$ cat config.mk
export PLATFORM = sky130hd
export DESIGN_NAME = asid_generation_slot_allocator
export DESIGN_NICKNAME = d
export VERILOG_FILES = /design/src/hdl/asidgen_pkg.sv /design/src/hdl/asid_generation_slot_allocator.sv /design/src/hdl/asidgen_slot_mem.sv /design/src/hdl/asidgen_find_free.sv
export SDC_FILE = /design/constraint.sdc
export NUM_CORES = 2
export LEC_CHECK = 0
export BUFFER_PORTS_ARGS = -buffer_cell sky130_fd_sc_hd__buf_4
export CORE_UTILIZATION = 35
export DETAILED_ROUTE_END_ITERATION = 16
export GPL_TIMING_DRIVEN = 1
export SLEW_MARGIN = 20
export SYNTH_ARGS = -nofsm -noshare
export SYNTH_HDL_FRONTEND = slang
export SYNTH_HIERARCHICAL = 1
export SYNTH_SLANG_ARGS = --single-unit
$ cat constraint.sdc
create_clock -name clk -period 16.7 [get_ports clk]
set_input_delay 2.505 -clock clk [delete_from_list [all_inputs] [get_ports clk]]
set_output_delay 2.505 -clock clk [all_outputs]
set_load 0.005 [all_outputs]
$ cat src/hdl/asidgen_pkg.sv
// Shared types and constants for the ASID generation slot allocator.
package asidgen_pkg;

  // Default table geometry.
  localparam int NUM_SLOTS_DEF = 64;
  localparam int GEN_BITS_DEF  = 32;

  // Command codes carried on the cmd field.
  typedef enum logic [2:0] {
    CMD_ACQUIRE  = 3'd0,
    CMD_RESOLVE  = 3'd1,
    CMD_CHECK    = 3'd2,
    CMD_BEGIN    = 3'd3,
    CMD_COMPLETE = 3'd4
  } cmd_t;

  // Result status codes.
  typedef enum logic [2:0] {
    ST_OK           = 3'd0,
    ST_STALE        = 3'd1,
    ST_NOT_ACTIVE   = 3'd2,
    ST_NOT_RETIRING = 3'd3,
    ST_EXHAUSTED    = 3'd4,
    ST_GEN_EXHAUST  = 3'd5
  } status_t;

  // Lifecycle state of one slot.
  typedef enum logic [1:0] {
    SLOT_FREE     = 2'd0,
    SLOT_ACTIVE   = 2'd1,
    SLOT_RETIRING = 2'd2
  } slot_state_t;

  // Sequencer state of the top level.
  typedef enum logic {
    CTL_IDLE = 1'b0,
    CTL_EXEC = 1'b1
  } ctl_state_t;

endpackage

$ cat src/hdl/asid_generation_slot_allocator.sv
// Top level of the ASID slot allocator with per-slot generation counters.
//
//  Channel  | Handshake            | Payload
//  ---------+----------------------+-----------------------------------------------
//  input    | in_valid / in_ready  | cmd, slot_index, handle_generation, handle_asid
//  output   | out_valid / out_ready| status, out_slot, out_generation, out_asid,
//           |                      | is_active, is_retiring, active_total,
//           |                      | retiring_total
//
// The transfer issues the slot table read (at the lowest free slot for acquire);
// the evaluate step, once the output register is free, evaluates the command,
// writes the table back and loads the output register. A new transfer is taken
// only after the evaluate step of the last. A waiting result does not block the
// next input transfer, only the evaluate step.
// Reset is synchronous; every slot reads as free with generation zero at once.
module asid_generation_slot_allocator #(
  parameter int NUM_SLOTS = asidgen_pkg::NUM_SLOTS_DEF,
  parameter int GEN_BITS  = asidgen_pkg::GEN_BITS_DEF
) (
  input  logic        clk,
  input  logic        rst,
  input  logic        in_valid,
  output logic        in_ready,
  input  logic [2:0]  cmd,
  input  logic [7:0]  slot_index,
  input  logic [31:0] handle_generation,
  input  logic [8:0]  handle_asid,
  output logic        out_valid,
  input  logic        out_ready,
  output logic [2:0]  status,
  output logic [7:0]  out_slot,
  output logic [31:0] out_generation,
  output logic [8:0]  out_asid,
  output logic        is_active,
  output logic        is_retiring,
  output logic [7:0]  active_total,
  output logic [7:0]  retiring_total
);
  import asidgen_pkg::*;

  localparam int IDX_W = (NUM_SLOTS > 1) ? $clog2(NUM_SLOTS) : 1;
  localparam int CNT_W = $clog2(NUM_SLOTS + 1);
  localparam int CMP_W = (GEN_BITS > 32) ? GEN_BITS : 32;

  ctl_state_t ctl_state, ctl_state_next;

  // Command captured at the input transfer.
  cmd_t                 cmd_q;
  logic [7:0]           slot_q;
  logic [31:0]          hgen_q;
  logic [8:0]           hasid_q;
  logic                 found_q;
  logic [IDX_W-1:0]     free_idx_q;

  logic [NUM_SLOTS-1:0] free_map;
  logic [CNT_W-1:0]     active_slots;
  logic [CNT_W-1:0]     retiring_slots;

  logic                 in_fire;
  logic                 exec_fire;
  logic                 found;
  logic [IDX_W-1:0]     free_idx;
  logic [IDX_W-1:0]     rd_addr;
  slot_state_t          rd_state;
  logic [GEN_BITS-1:0]  rd_gen;

  // Evaluate-step results.
  logic                 wr_en;
  logic                 gen_wr_en;
  logic [IDX_W-1:0]     wr_addr;
  slot_state_t          wr_state;
  logic [GEN_BITS-1:0]  gen_inc;
  status_t              res_status;
  logic [7:0]           res_slot;
  logic [31:0]          res_gen;
  logic [8:0]           res_asid;
  logic                 res_act;
  logic                 res_ret;
  logic                 in_range;
  logic                 gen_match;
  logic                 asid_ok;
  logic                 inc_active;
  logic                 dec_active;
  logic                 inc_retiring;
  logic                 dec_retiring;

  assign in_ready  = (ctl_state == CTL_IDLE);
  assign in_fire   = in_valid && in_ready;
  assign exec_fire = (ctl_state == CTL_EXEC) && (!out_valid || out_ready);

  asidgen_find_free #(
    .NUM_SLOTS(NUM_SLOTS),
    .IDX_W    (IDX_W)
  ) u_find_free (
    .free_map(free_map),
    .found   (found),
    .idx     (free_idx)
  );

  // Acquire reads the lowest free slot, every other command the named one.
  assign rd_addr = (cmd == CMD_ACQUIRE) ? free_idx : slot_index[IDX_W-1:0];

  asidgen_slot_mem #(
    .NUM_SLOTS(NUM_SLOTS),
    .GEN_BITS (GEN_BITS),
    .IDX_W    (IDX_W)
  ) u_slot_mem (
    .clk      (clk),
    .rst      (rst),
    .rd_en    (in_fire),
    .rd_addr  (rd_addr),
    .rd_state (rd_state),
    .rd_gen   (rd_gen),
    .wr_en    (wr_en),
    .wr_addr  (wr_addr),
    .wr_state (wr_state),
    .gen_wr_en(gen_wr_en),
    .wr_gen   (gen_inc)
  );

  // Sequencer register.
  always_ff @(posedge clk) begin
    if (rst) begin
      ctl_state <= CTL_IDLE;
    end else begin
      ctl_state <= ctl_state_next;
    end
  end

  // Sequencer next state: read step, then evaluate once the output drains.
  always_comb begin
    ctl_state_next = ctl_state;
    unique case (ctl_state)
      CTL_IDLE: if (in_fire) ctl_state_next = CTL_EXEC;
      CTL_EXEC: if (exec_fire) ctl_state_next = CTL_IDLE;
      default:  ctl_state_next = CTL_IDLE;
    endcase
  end

  // Capture the command at the input transfer.
  always_ff @(posedge clk) begin
    if (in_fire) begin
      cmd_q      <= cmd_t'(cmd);
      slot_q     <= slot_index;
      hgen_q     <= handle_generation;
      hasid_q    <= handle_asid;
      found_q    <= found;
      free_idx_q <= free_idx;
    end
  end

  // Handle validation against the slot read back from the table.
  assign in_range  = slot_q < 8'(NUM_SLOTS);
  assign gen_match = (hgen_q != '0) && in_range && (CMP_W'(rd_gen) == CMP_W'(hgen_q));
  assign asid_ok   = (hasid_q == (9'(slot_q) + 9'd1));
  assign gen_inc   = rd_gen + GEN_BITS'(1);

  // Command evaluation and table write-back.
  always_comb begin
    wr_en        = 1'b0;
    gen_wr_en    = 1'b0;
    wr_addr      = slot_q[IDX_W-1:0];
    wr_state     = SLOT_FREE;
    res_status   = ST_STALE;
    res_slot     = '0;
    res_gen      = '0;
    res_asid     = '0;
    res_act      = 1'b0;
    res_ret      = 1'b0;
    inc_active   = 1'b0;
    dec_active   = 1'b0;
    inc_retiring = 1'b0;
    dec_retiring = 1'b0;
    unique case (cmd_q)
      CMD_ACQUIRE: begin
        wr_addr = free_idx_q;
        if (!found_q) begin
          res_status = ST_EXHAUSTED;
        end else if (&rd_gen) begin
          res_status = ST_GEN_EXHAUST;
        end else begin
          wr_en      = exec_fire;
          gen_wr_en  = exec_fire;
          wr_state   = SLOT_ACTIVE;
          inc_active = 1'b1;
          res_status = ST_OK;
          res_slot   = 8'(free_idx_q);
          res_gen    = 32'(gen_inc);
          res_asid   = 9'(free_idx_q) + 9'd1;
        end
      end
      CMD_RESOLVE: begin
        if (gen_match && rd_state == SLOT_ACTIVE) begin
          res_status = ST_OK;
          res_slot   = slot_q;
          res_gen    = 32'(rd_gen);
          res_asid   = 9'(slot_q) + 9'd1;
        end
      end
      CMD_CHECK: begin
        res_status = ST_OK;
        res_act    = gen_match && asid_ok && rd_state == SLOT_ACTIVE;
        res_ret    = gen_match && asid_ok && rd_state == SLOT_RETIRING;
      end
      CMD_BEGIN: begin
        if (!gen_match || !asid_ok) begin
          res_status = ST_STALE;
        end else if (rd_state != SLOT_ACTIVE) begin
          res_status = ST_NOT_ACTIVE;
        end else begin
          wr_en        = exec_fire;
          wr_state     = SLOT_RETIRING;
          dec_active   = 1'b1;
          inc_retiring = 1'b1;
          res_status   = ST_OK;
          res_slot     = slot_q;
          res_gen      = hgen_q;
          res_asid     = hasid_q;
        end
      end
      CMD_COMPLETE: begin
        if (gen_match && asid_ok && rd_state == SLOT_RETIRING) begin
          wr_en        = exec_fire;
          wr_state     = SLOT_FREE;
          dec_retiring = 1'b1;
          res_status   = ST_OK;
        end else begin
          res_status = ST_NOT_RETIRING;
        end
      end
      default: res_status = ST_STALE;
    endcase
  end

  // Free bitmap and lifecycle counts, updated as the evaluate step commits.
  always_ff @(posedge clk) begin
    if (rst) begin
      free_map       <= '1;
      active_slots   <= '0;
      retiring_slots <= '0;
    end else if (exec_fire) begin
      if (wr_en) begin
        free_map[wr_addr] <= (wr_state == SLOT_FREE);
      end
      if (inc_active) begin
        active_slots <= active_slots + CNT_W'(1);
      end else if (dec_active) begin
        active_slots <= active_slots - CNT_W'(1);
      end
      if (inc_retiring) begin
        retiring_slots <= retiring_slots + CNT_W'(1);
      end else if (dec_retiring) begin
        retiring_slots <= retiring_slots - CNT_W'(1);
      end
    end
  end

  // Output valid.
  always_ff @(posedge clk) begin
    if (rst) begin
      out_valid <= 1'b0;
    end else if (exec_fire) begin
      out_valid <= 1'b1;
    end else if (out_ready) begin
      out_valid <= 1'b0;
    end
  end

  // Output payload; the counts shown are those after the command.
  always_ff @(posedge clk) begin
    if (exec_fire) begin
      status         <= res_status;
      out_slot       <= res_slot;
      out_generation <= res_gen;
      out_asid       <= res_asid;
      is_active      <= res_act;
      is_retiring    <= res_ret;
      active_total   <= 8'(inc_active ? active_slots + CNT_W'(1) :
                           dec_active ? active_slots - CNT_W'(1) : active_slots);
      retiring_total <= 8'(inc_retiring ? retiring_slots + CNT_W'(1) :
                           dec_retiring ? retiring_slots - CNT_W'(1) : retiring_slots);
    end
  end

`ifndef SYNTHESIS
  // Active and retiring slots never outnumber the table.
  a_count_bound: assert property (@(posedge clk) disable iff (rst)
    (9'(active_slots) + 9'(retiring_slots)) <= 9'(NUM_SLOTS))
    else $error("slot counts exceed table size");

  // An acquire that finds a free slot only ever grants a slot marked free.
  a_free_grant: assert property (@(posedge clk) disable iff (rst)
    (ctl_state == CTL_EXEC && cmd_q == CMD_ACQUIRE && found_q) |-> free_map[free_idx_q])
    else $error("acquire selected a slot that is not free");

  // A granted or resolved result always carries ASID equal to slot plus one.
  a_asid_slot: assert property (@(posedge clk) disable iff (rst)
    (exec_fire && res_status == ST_OK && (cmd_q == CMD_ACQUIRE || cmd_q == CMD_RESOLVE))
    |=> (out_asid == 9'(out_slot) + 9'd1))
    else $error("ASID does not match slot");

  // The table is never written back except in the evaluate step.
  a_write_window: assert property (@(posedge clk) disable iff (rst)
    wr_en |-> (ctl_state == CTL_EXEC && exec_fire))
    else $error("slot table written outside the evaluate step");
`endif

endmodule

$ cat src/hdl/asidgen_slot_mem.sv
// Slot table: lifecycle state and generation memories with registered read.
module asidgen_slot_mem #(
  parameter int NUM_SLOTS = asidgen_pkg::NUM_SLOTS_DEF,
  parameter int GEN_BITS  = asidgen_pkg::GEN_BITS_DEF,
  parameter int IDX_W     = (NUM_SLOTS > 1) ? $clog2(NUM_SLOTS) : 1
) (
  input  logic                      clk,
  input  logic                      rst,
  input  logic                      rd_en,
  input  logic [IDX_W-1:0]          rd_addr,
  output asidgen_pkg::slot_state_t  rd_state,
  output logic [GEN_BITS-1:0]       rd_gen,
  input  logic                      wr_en,
  input  logic [IDX_W-1:0]          wr_addr,
  input  asidgen_pkg::slot_state_t  wr_state,
  input  logic                      gen_wr_en,
  input  logic [GEN_BITS-1:0]       wr_gen
);
  import asidgen_pkg::*;

  slot_state_t          state_mem [NUM_SLOTS];
  logic [GEN_BITS-1:0]  gen_mem   [NUM_SLOTS];
  logic [NUM_SLOTS-1:0] written;

  // A slot is first written by an acquire, which writes both memories, so one
  // written bit per slot covers both. Unwritten slots read as free, generation zero.
  always_ff @(posedge clk) begin
    if (rst) begin
      written <= '0;
    end else if (gen_wr_en) begin
      written[wr_addr] <= 1'b1;
    end
  end

  // Write port.
  always_ff @(posedge clk) begin
    if (wr_en) begin
      state_mem[wr_addr] <= wr_state;
    end
    if (gen_wr_en) begin
      gen_mem[wr_addr] <= wr_gen;
    end
  end

  // Read port, registered; data holds while no read is issued.
  always_ff @(posedge clk) begin
    if (rd_en) begin
      rd_state <= written[rd_addr] ? state_mem[rd_addr] : SLOT_FREE;
      rd_gen   <= written[rd_addr] ? gen_mem[rd_addr] : '0;
    end
  end

endmodule

$ cat src/hdl/asidgen_find_free.sv
// Lowest-index search over the free-slot bitmap.
module asidgen_find_free #(
  parameter int NUM_SLOTS = asidgen_pkg::NUM_SLOTS_DEF,
  parameter int IDX_W     = (NUM_SLOTS > 1) ? $clog2(NUM_SLOTS) : 1
) (
  input  logic [NUM_SLOTS-1:0] free_map,
  output logic                 found,
  output logic [IDX_W-1:0]     idx
);

  // Scan from the top so that the lowest free slot wins.
  always_comb begin
    found = 1'b0;
    idx   = '0;
    for (int i = NUM_SLOTS - 1; i >= 0; i--) begin
      if (free_map[i]) begin
        found = 1'b1;
        idx   = IDX_W'(i);
      end
    end
  end

endmodule

After elaboration in Yosys (flattened, before gate mapping). Memories as Yosys holds them, arrays and structs flattened. A register that Yosys moved wholly into a read port is not among the register bits. Cells that the tools add are included.

Bits in writable memories: 2176. Memories kept: 2. Input port bits: 56. Register bits after elaboration: 273.

Memory list: u_slot_mem.gen_mem (words 64, width 32, rd ports 1, clocked after memory_dff 1, write ports 1, RTL line asidgen_slot_mem.sv:22) `logic [GEN_BITS-1:0] gen_mem [NUM_SLOTS];`; u_slot_mem.state_mem (words 64, width 2, rd ports 1, clocked after memory_dff 1, write ports 1, RTL line asidgen_slot_mem.sv:21) `slot_state_t state_mem [NUM_SLOTS];`.

Equal/unequal tests: 9. Reductions and logical operators: 28. Mux-type cells: 134. $lt $le $gt $ge: 4. Add/sub/neg operators: 11. Bitwise logic cells: 2.

Operators by type and width (count): $mux W6 (68); $mux W32 (5); $pmux W32 S3 (1); $bwmux W64 (1); $or A64 B64 Y64 (1); $reduce_or A63 Y1 (1); $mux W8 (7); $mux W7 (6); $add A32 B1 Y32 const B (1); $eq A32 B32 Y1 (1); $reduce_and A32 Y1 (1); $reduce_bool A32 Y1 (1); $mux W1 (28); $mux W9 (3); $pmux W9 S3 (1); $pmux W8 S3 (1); $add A7 B1 Y8 const B (2); $sub A7 B1 Y8 const B (2); $pmux W3 S5 (1); $add A7 B1 Y7 const B (2); $lt A6 B7 Y1 const B (2); $sub A7 B1 Y7 const B (2); $mux W2 (5); $add A8 B1 Y9 const B (1); other kinds (24) (44).

Depth between registers and ports, before layout.
Word-level depth: 68. Depth in mapped cells: 17. Gate-level depth less buffers: 15.

Cells and area by module. Netlist, hierarchy kept.

Modules (own cells, without submodules): asidgen_slot_mem (instances 1, cells an instance 3920, seq. area each 67644.9 µm², area an instance 86072.6 µm²); asid_generation_slot_allocator (instances 1, cells an instance 1149, seq. area each 5475.3 µm², area an instance 11252.0 µm²); asidgen_find_free (instances 1, cells an instance 140, seq. area each 0.0 µm², area an instance 763.2 µm²).

Worst setup path before layout. No wires, ideal clock.

Path type: in2reg. Start: input in_valid. End: register cmd_q[0], enable pin. Buffers on the path: 0. Library setup time: 557 ps. Setup slack: 9585 ps. Arrival: 6558 ps. Stages: 1. Data required time: 16143 ps. Cell sequence: nor2b_1.

Cells in the longest elaborated chain, start to end: 1.

Ends and longest elaborated chain: start, declared (RTL line asid_generation_slot_allocator.sv:22) `input logic in_valid,`; $logic_and A1 B1 Y1 (RTL line asid_generation_slot_allocator.sv:88) `assign in_fire = in_valid && in_ready;`; end signal, assigned (RTL line asid_generation_slot_allocator.sv:143) `cmd_q <= cmd_t'(cmd);`; end, declared (RTL line asid_generation_slot_allocator.sv:48) `cmd_t cmd_q;`.

Every way passes these cells. A chain may end at the register's enable or synchronous reset.

Worst setup path after layout.
Start: input cmd[0]. End: register u_slot_mem.rd_gen[0], read port of u_slot_mem.gen_mem, data pin.

Cells in the longest elaborated chain, start to end: 5.

Ends and longest elaborated chain: start, declared (RTL line asid_generation_slot_allocator.sv:24) `input logic [2:0] cmd,`; $logic_not A3 Y1 * (RTL line asid_generation_slot_allocator.sv:101) `assign rd_addr = (cmd == CMD_ACQUIRE) ? free_idx : slot_index[IDX_W-1:0];`; $mux W6 * (RTL line asid_generation_slot_allocator.sv:101); net rd_addr[0] (RTL line asid_generation_slot_allocator.sv:63) `logic [IDX_W-1:0] rd_addr;`; $bmux W1 S6 (RTL line asidgen_slot_mem.sv:49) `rd_gen <= written[rd_addr] ? gen_mem[rd_addr] : '0;`; $mux W1 (implied by the code) (RTL line asidgen_slot_mem.sv:49); $logic_not A1 Y1 (no line); end, declared (RTL line asidgen_slot_mem.sv:12) `output logic [GEN_BITS-1:0] rd_gen,`.

Mark *: on every way through the listed nets, which the timed path passes. The rest lies on a longest branch. The select of a mux whose other input is x is not followed.

==> reports/results.txt <==
The first global-routing pass estimated 396000 µm of wire. Of all flip-flops after synthesis, the portion carrying an async set or reset was 0%. The H-tree was split into 4 levels. The deepest clock path buffer count is 3.

The total overflow left after global routing is 0. For the initial antenna violation count, the log shows 14. The worst setup path is of the in -> reg kind. Routability-driven placement finished with a final weighted congestion of 0.867. After clock tree synthesis, the flow added hold-fix buffers numbering 0.

For this block, the routed nets add up to 278000 µm of wire. The worst-case register-to-register setup slack was 10.01 ns; the depth of the worst hold-timing path was 2. For this run, the register share of the synthesized area comes to 74.5%. Summing all non-filler instances in the final layout gives an area of 112000 µm². Data arrives at the worst endpoint at 7.81 ns.

The number of violations of the max-capacitance limit is 0, and the critical path required time is 17.31 ns. The endpoint identified for the worst register-to-register timing path is u_slot_mem/rd_gen[0]$_SDFFCE_PN0P_. The final cycle utilization of the critical path is 43.2%, and the number of remaining DRC errors is 0.

The min-delay analysis places its worst path in the category reg -> reg. In this design, the stage delay of the slowest critical-path cell is 0.88 ns. The power per cell area came out at 114 nW/µm². After clock tree synthesis, the repair step resized 0 gates.

The root cell of the clock tree was clkbuf_16. STA classifies the critical path startpoint as a primary input. The worst-case IR drop observed on VDD is 90.2 µV. The die is 531 µm tall. The number of cells on the worst reg-to-reg path is 12.

The cell taking the most area after synthesis is edfxtp_1. Headroom to the max-slew limit came out at 22.9%. For the number of global-route vias before repair, the log shows 53100. Along the worst path, the maximum fanout reaches 98. Clock transition time at the flip-flop clock pins of the worst setup and hold paths: 0.07 ns. Setup violations remaining at the end of the flow were counted as 0.

Registers take 73100 µm². Ranked by total cell area, the synthesized netlist is headed by edfxtp_1, mux4_2, dfxtp_1. In this run the post-CTS setup repair buffer count came out at 0.

Clock tree synthesis found a total of 2483 sinks. Across all layers, the routed design uses 53100 vias. Entering global routing, the biggest net connects 131 pins. For this run, the post-layout net count is 5518. The run gives 0 ns as the final setup TNS. The routed wirelength normalized by instance count is 29.7 µm. Summing all multi-input logic gate instances after layout gives 24500 µm².

Summing all placed instances gives a cell area of 105000 µm². Of the post-synthesis cell area, the dominant cell type holds 71.6%. The layout has 24600 filler cells. The clock latency on the worst-skew pair is 0.88 ns. 128 I/O pins were placed. In the routed layout, each cell is associated on average with a via count of 5.68. Layout cell share with drive strength beyond 1: 23.3%.

Counting flops and latches in the post-synthesis netlist gives 2483. The post-synthesis instance area was 98100 µm². In this run the most critical hold path is launched from u_slot_mem/written[35]$_SDFFE_PP0P_.

The placeable core region is 278000 µm². Compared with the post-synthesis result, the final layout area differs by 14.3%. Summed over all cells, the static leakage comes to 35.2 nW.

The detailed router finished its first iteration with 7299 violations. The clock arrives with 0.0290 ns of skew. The total count of max-transition violations in the final report is 0. The slew at the pin closest to its max-slew limit is 1.16 ns. The family of cells with the greatest summed delay on the critical path was buffers and inverters.

Row count: 193. The first detailed-routing pass ran for 6 iterations. The logs give 6 for the count of yosys warnings during synthesis and 40.4% for the end-of-flow core utilization.

The run gives 238 as the number of buffers added by the clock tree synthesis step. Count of cell types in the netlist: 87. The commonest register cell after synthesis was edfxtp_1. The number of flops mapped to enable cells by yosys was 2339. The floorplan step defined a die boundary enclosing 282000 µm². Walking the worst path, the cells encountered are buf_4 > nor3_2 > mux2_8 > buf_12 > buf_4 > mux4_2 > a22oi_1 > nand2_1 > a22oi_1 > a21oi_1. Global routing used 19.4% of the available tracks across all layers. In this run the tool buffered the top-level ports with 127 buffer cells. The count of nets left with antenna violations once routing finished came out at 0.

The worst hold path terminates at u_slot_mem/written[35]$_SDFFE_PP0P_. STA classifies the critical path endpoint as a flip-flop. The detailed placer's ending HPWL is 154000 µm, and the final hold violation count is 0.

Time the worst path needs with I/O delays and setup: 7.21 ns. The run finished with clean final reports. The tightest hold path in the finished design has a slack of 0.466 ns. A synthesized cell averages 18.8 µm². Setup repair after global routing left no endpoint under its margin.

The cell count after synthesis came out at 5209. Once the floorplan was initialized, standard cells occupied 35.3% of the core. TritonCTS built the clock tree. Static timing analysis puts the maximum clock frequency at 139 MHz. Reg-to-reg startpoint: free_map[5]$_SDFFE_PP1P_.

In this run the horizontal extent of the chip is 531 µm. The critical path contains buffers and inverters numbering 3 combined. The largest individual stage delay along the critical path comes from the cell mux2_8.
-- worst max-delay path by stage --
stage | start | endpoint | slack (ns) | depth (start not counted)
detailed placement | cmd[0] | u_slot_mem/rd_gen[27]$_SDFFCE_PN0P_ | 8.45 | 10
CTS | cmd[0] | u_slot_mem/rd_gen[27]$_SDFFCE_PN0P_ | 9.38 | 10
finish | cmd[0] | u_slot_mem/rd_gen[0]$_SDFFCE_PN0P_ | 9.49 | 10
global route | cmd[1] | u_slot_mem/rd_gen[14]$_SDFFCE_PN0P_ | 9.07 | 10
global placement | cmd[0] | u_slot_mem/rd_gen[27]$_SDFFCE_PN0P_ | 8.40 | 10
floorplan | in_valid | cmd_q[0]$_DFFE_PP_ | 9.58 | 1
-- report_power, final --
part           total [mW]  internal, mW  leakage (nW)  switching (mW)
clock                5.19          2.87          3.61            2.32
sequential           6.88          6.83          22.2          0.0453
combinational       0.741         0.250          9.31           0.491
total                12.8          9.95          35.2            2.86
-- logic make-up (layout without fill, tap and decap cells) --
| logic type | count (synthesis) | in the layout | synth area share, % |
|---|---|---|---|
| AND/OR/NAND/NOR | 954 | 954 | 4.44 |
| AO/OA/AOI/OAI | 644 | 644 | 4.39 |
| flip-flops | 2483 | 2483 | 74.5 |
| buffers and inverters | 349 | 778 | 1.54 |
| multiplexers | 658 | 658 | 13.9 |
| adder cells (fa/ha/maj) | 20 | 20 | 0.270 |
| other | 1 | 11 | 0.00382 |
| XOR/XNOR | 100 | 100 | 0.921 |
-- metal layers --
metal	global-route usage [%]	up-vias	part of all wire, %	wire (µm)
met5	0	-	0.0047	13
met4	5.41	2	2.8	7740
met3	4.11	437	10	28900
met2	30.7	2742	47	131000
met1	26.9	28300	40	111000
li1	-	21700	-	-
-- Yosys cell counts (all sizes together) (11+ instances only) --
cell type / n
a21oi: 132
a22oi: 290
a31oi: 11
and3: 19
buf: 123
clkbuf: 171
dfxtp: 144
edfxtp: 2339
ha: 18
inv: 52
mux2i: 88
mux4: 560
nand2: 188
nand3: 64
nand4: 19
nor2: 477
nor2b: 14
nor3: 38
nor4: 54
o211ai: 13
o21ai: 104
xnor2: 45
xor2: 53
-- worst min-delay path, delay by kind of cell, from the launching register on --
family | cells | cell delay [ns]
DFF | 1 | 0.32
and+or+nand+nor | 2 | 0.11
-- state kept, by name (all words and copies together), names as in the netlist, 2 cells and up --
name and cells:
active_slots 7, active_total 8, cmd_q 3, free_idx_q 6, free_map 64, hasid_q 9
hgen_q 32, out_asid 9, out_generation 32, out_slot 8, retiring_slots 7, retiring_total 8
slot_q 8, status 3, u_slot_mem/gen_mem 2048, u_slot_mem/rd_gen 32, u_slot_mem/rd_state 2, u_slot_mem/state_mem 128
u_slot_mem/written 64
-- cell usage in the layout, fill, tap and decap left out, types with 36 or more instances in the layout --
cell type and instances:
edfxtp_1 2339, mux4_2 555, nor2_1 408, a22oi_1 290
buf_4 273, clkbuf_16 242, nand2_1 188, dfxtp_1 144
a21oi_1 130, o21ai_0 89, mux2i_1 88, nor2_4 68
clkinv_1 66, nand3_1 63, clkbuf_1 52, inv_1 49
nor4_1 47, clkinv_2 46, xor2_1 40, nor3_1 36
-- cell type report --
cell class | instances | area share [%]
Antenna cell | 7 | 0.0156
Multi-Input combinational cell | 2380 | 21.8
Sequential cell | 2483 | 65.2
Inverter | 55 | 0.188
Clock inverter | 144 | 1.01
Clock buffer | 295 | 5.59
Timing Repair Buffer | 284 | 2.00
Tap cell | 3705 | 4.14
-- through the flow --
step	setup WS [ns]	power, mW	std cells
after floorplan	9.58	7.43	5212
after global placement	8.40	7.74	8904
after detailed placement	8.45	7.75	8905
after CTS	9.38	12.9	9344
after global routing	9.07	13.2	9347
final	9.49	12.8	9353
Note: power is estimated with default switching activity, not from simulation.
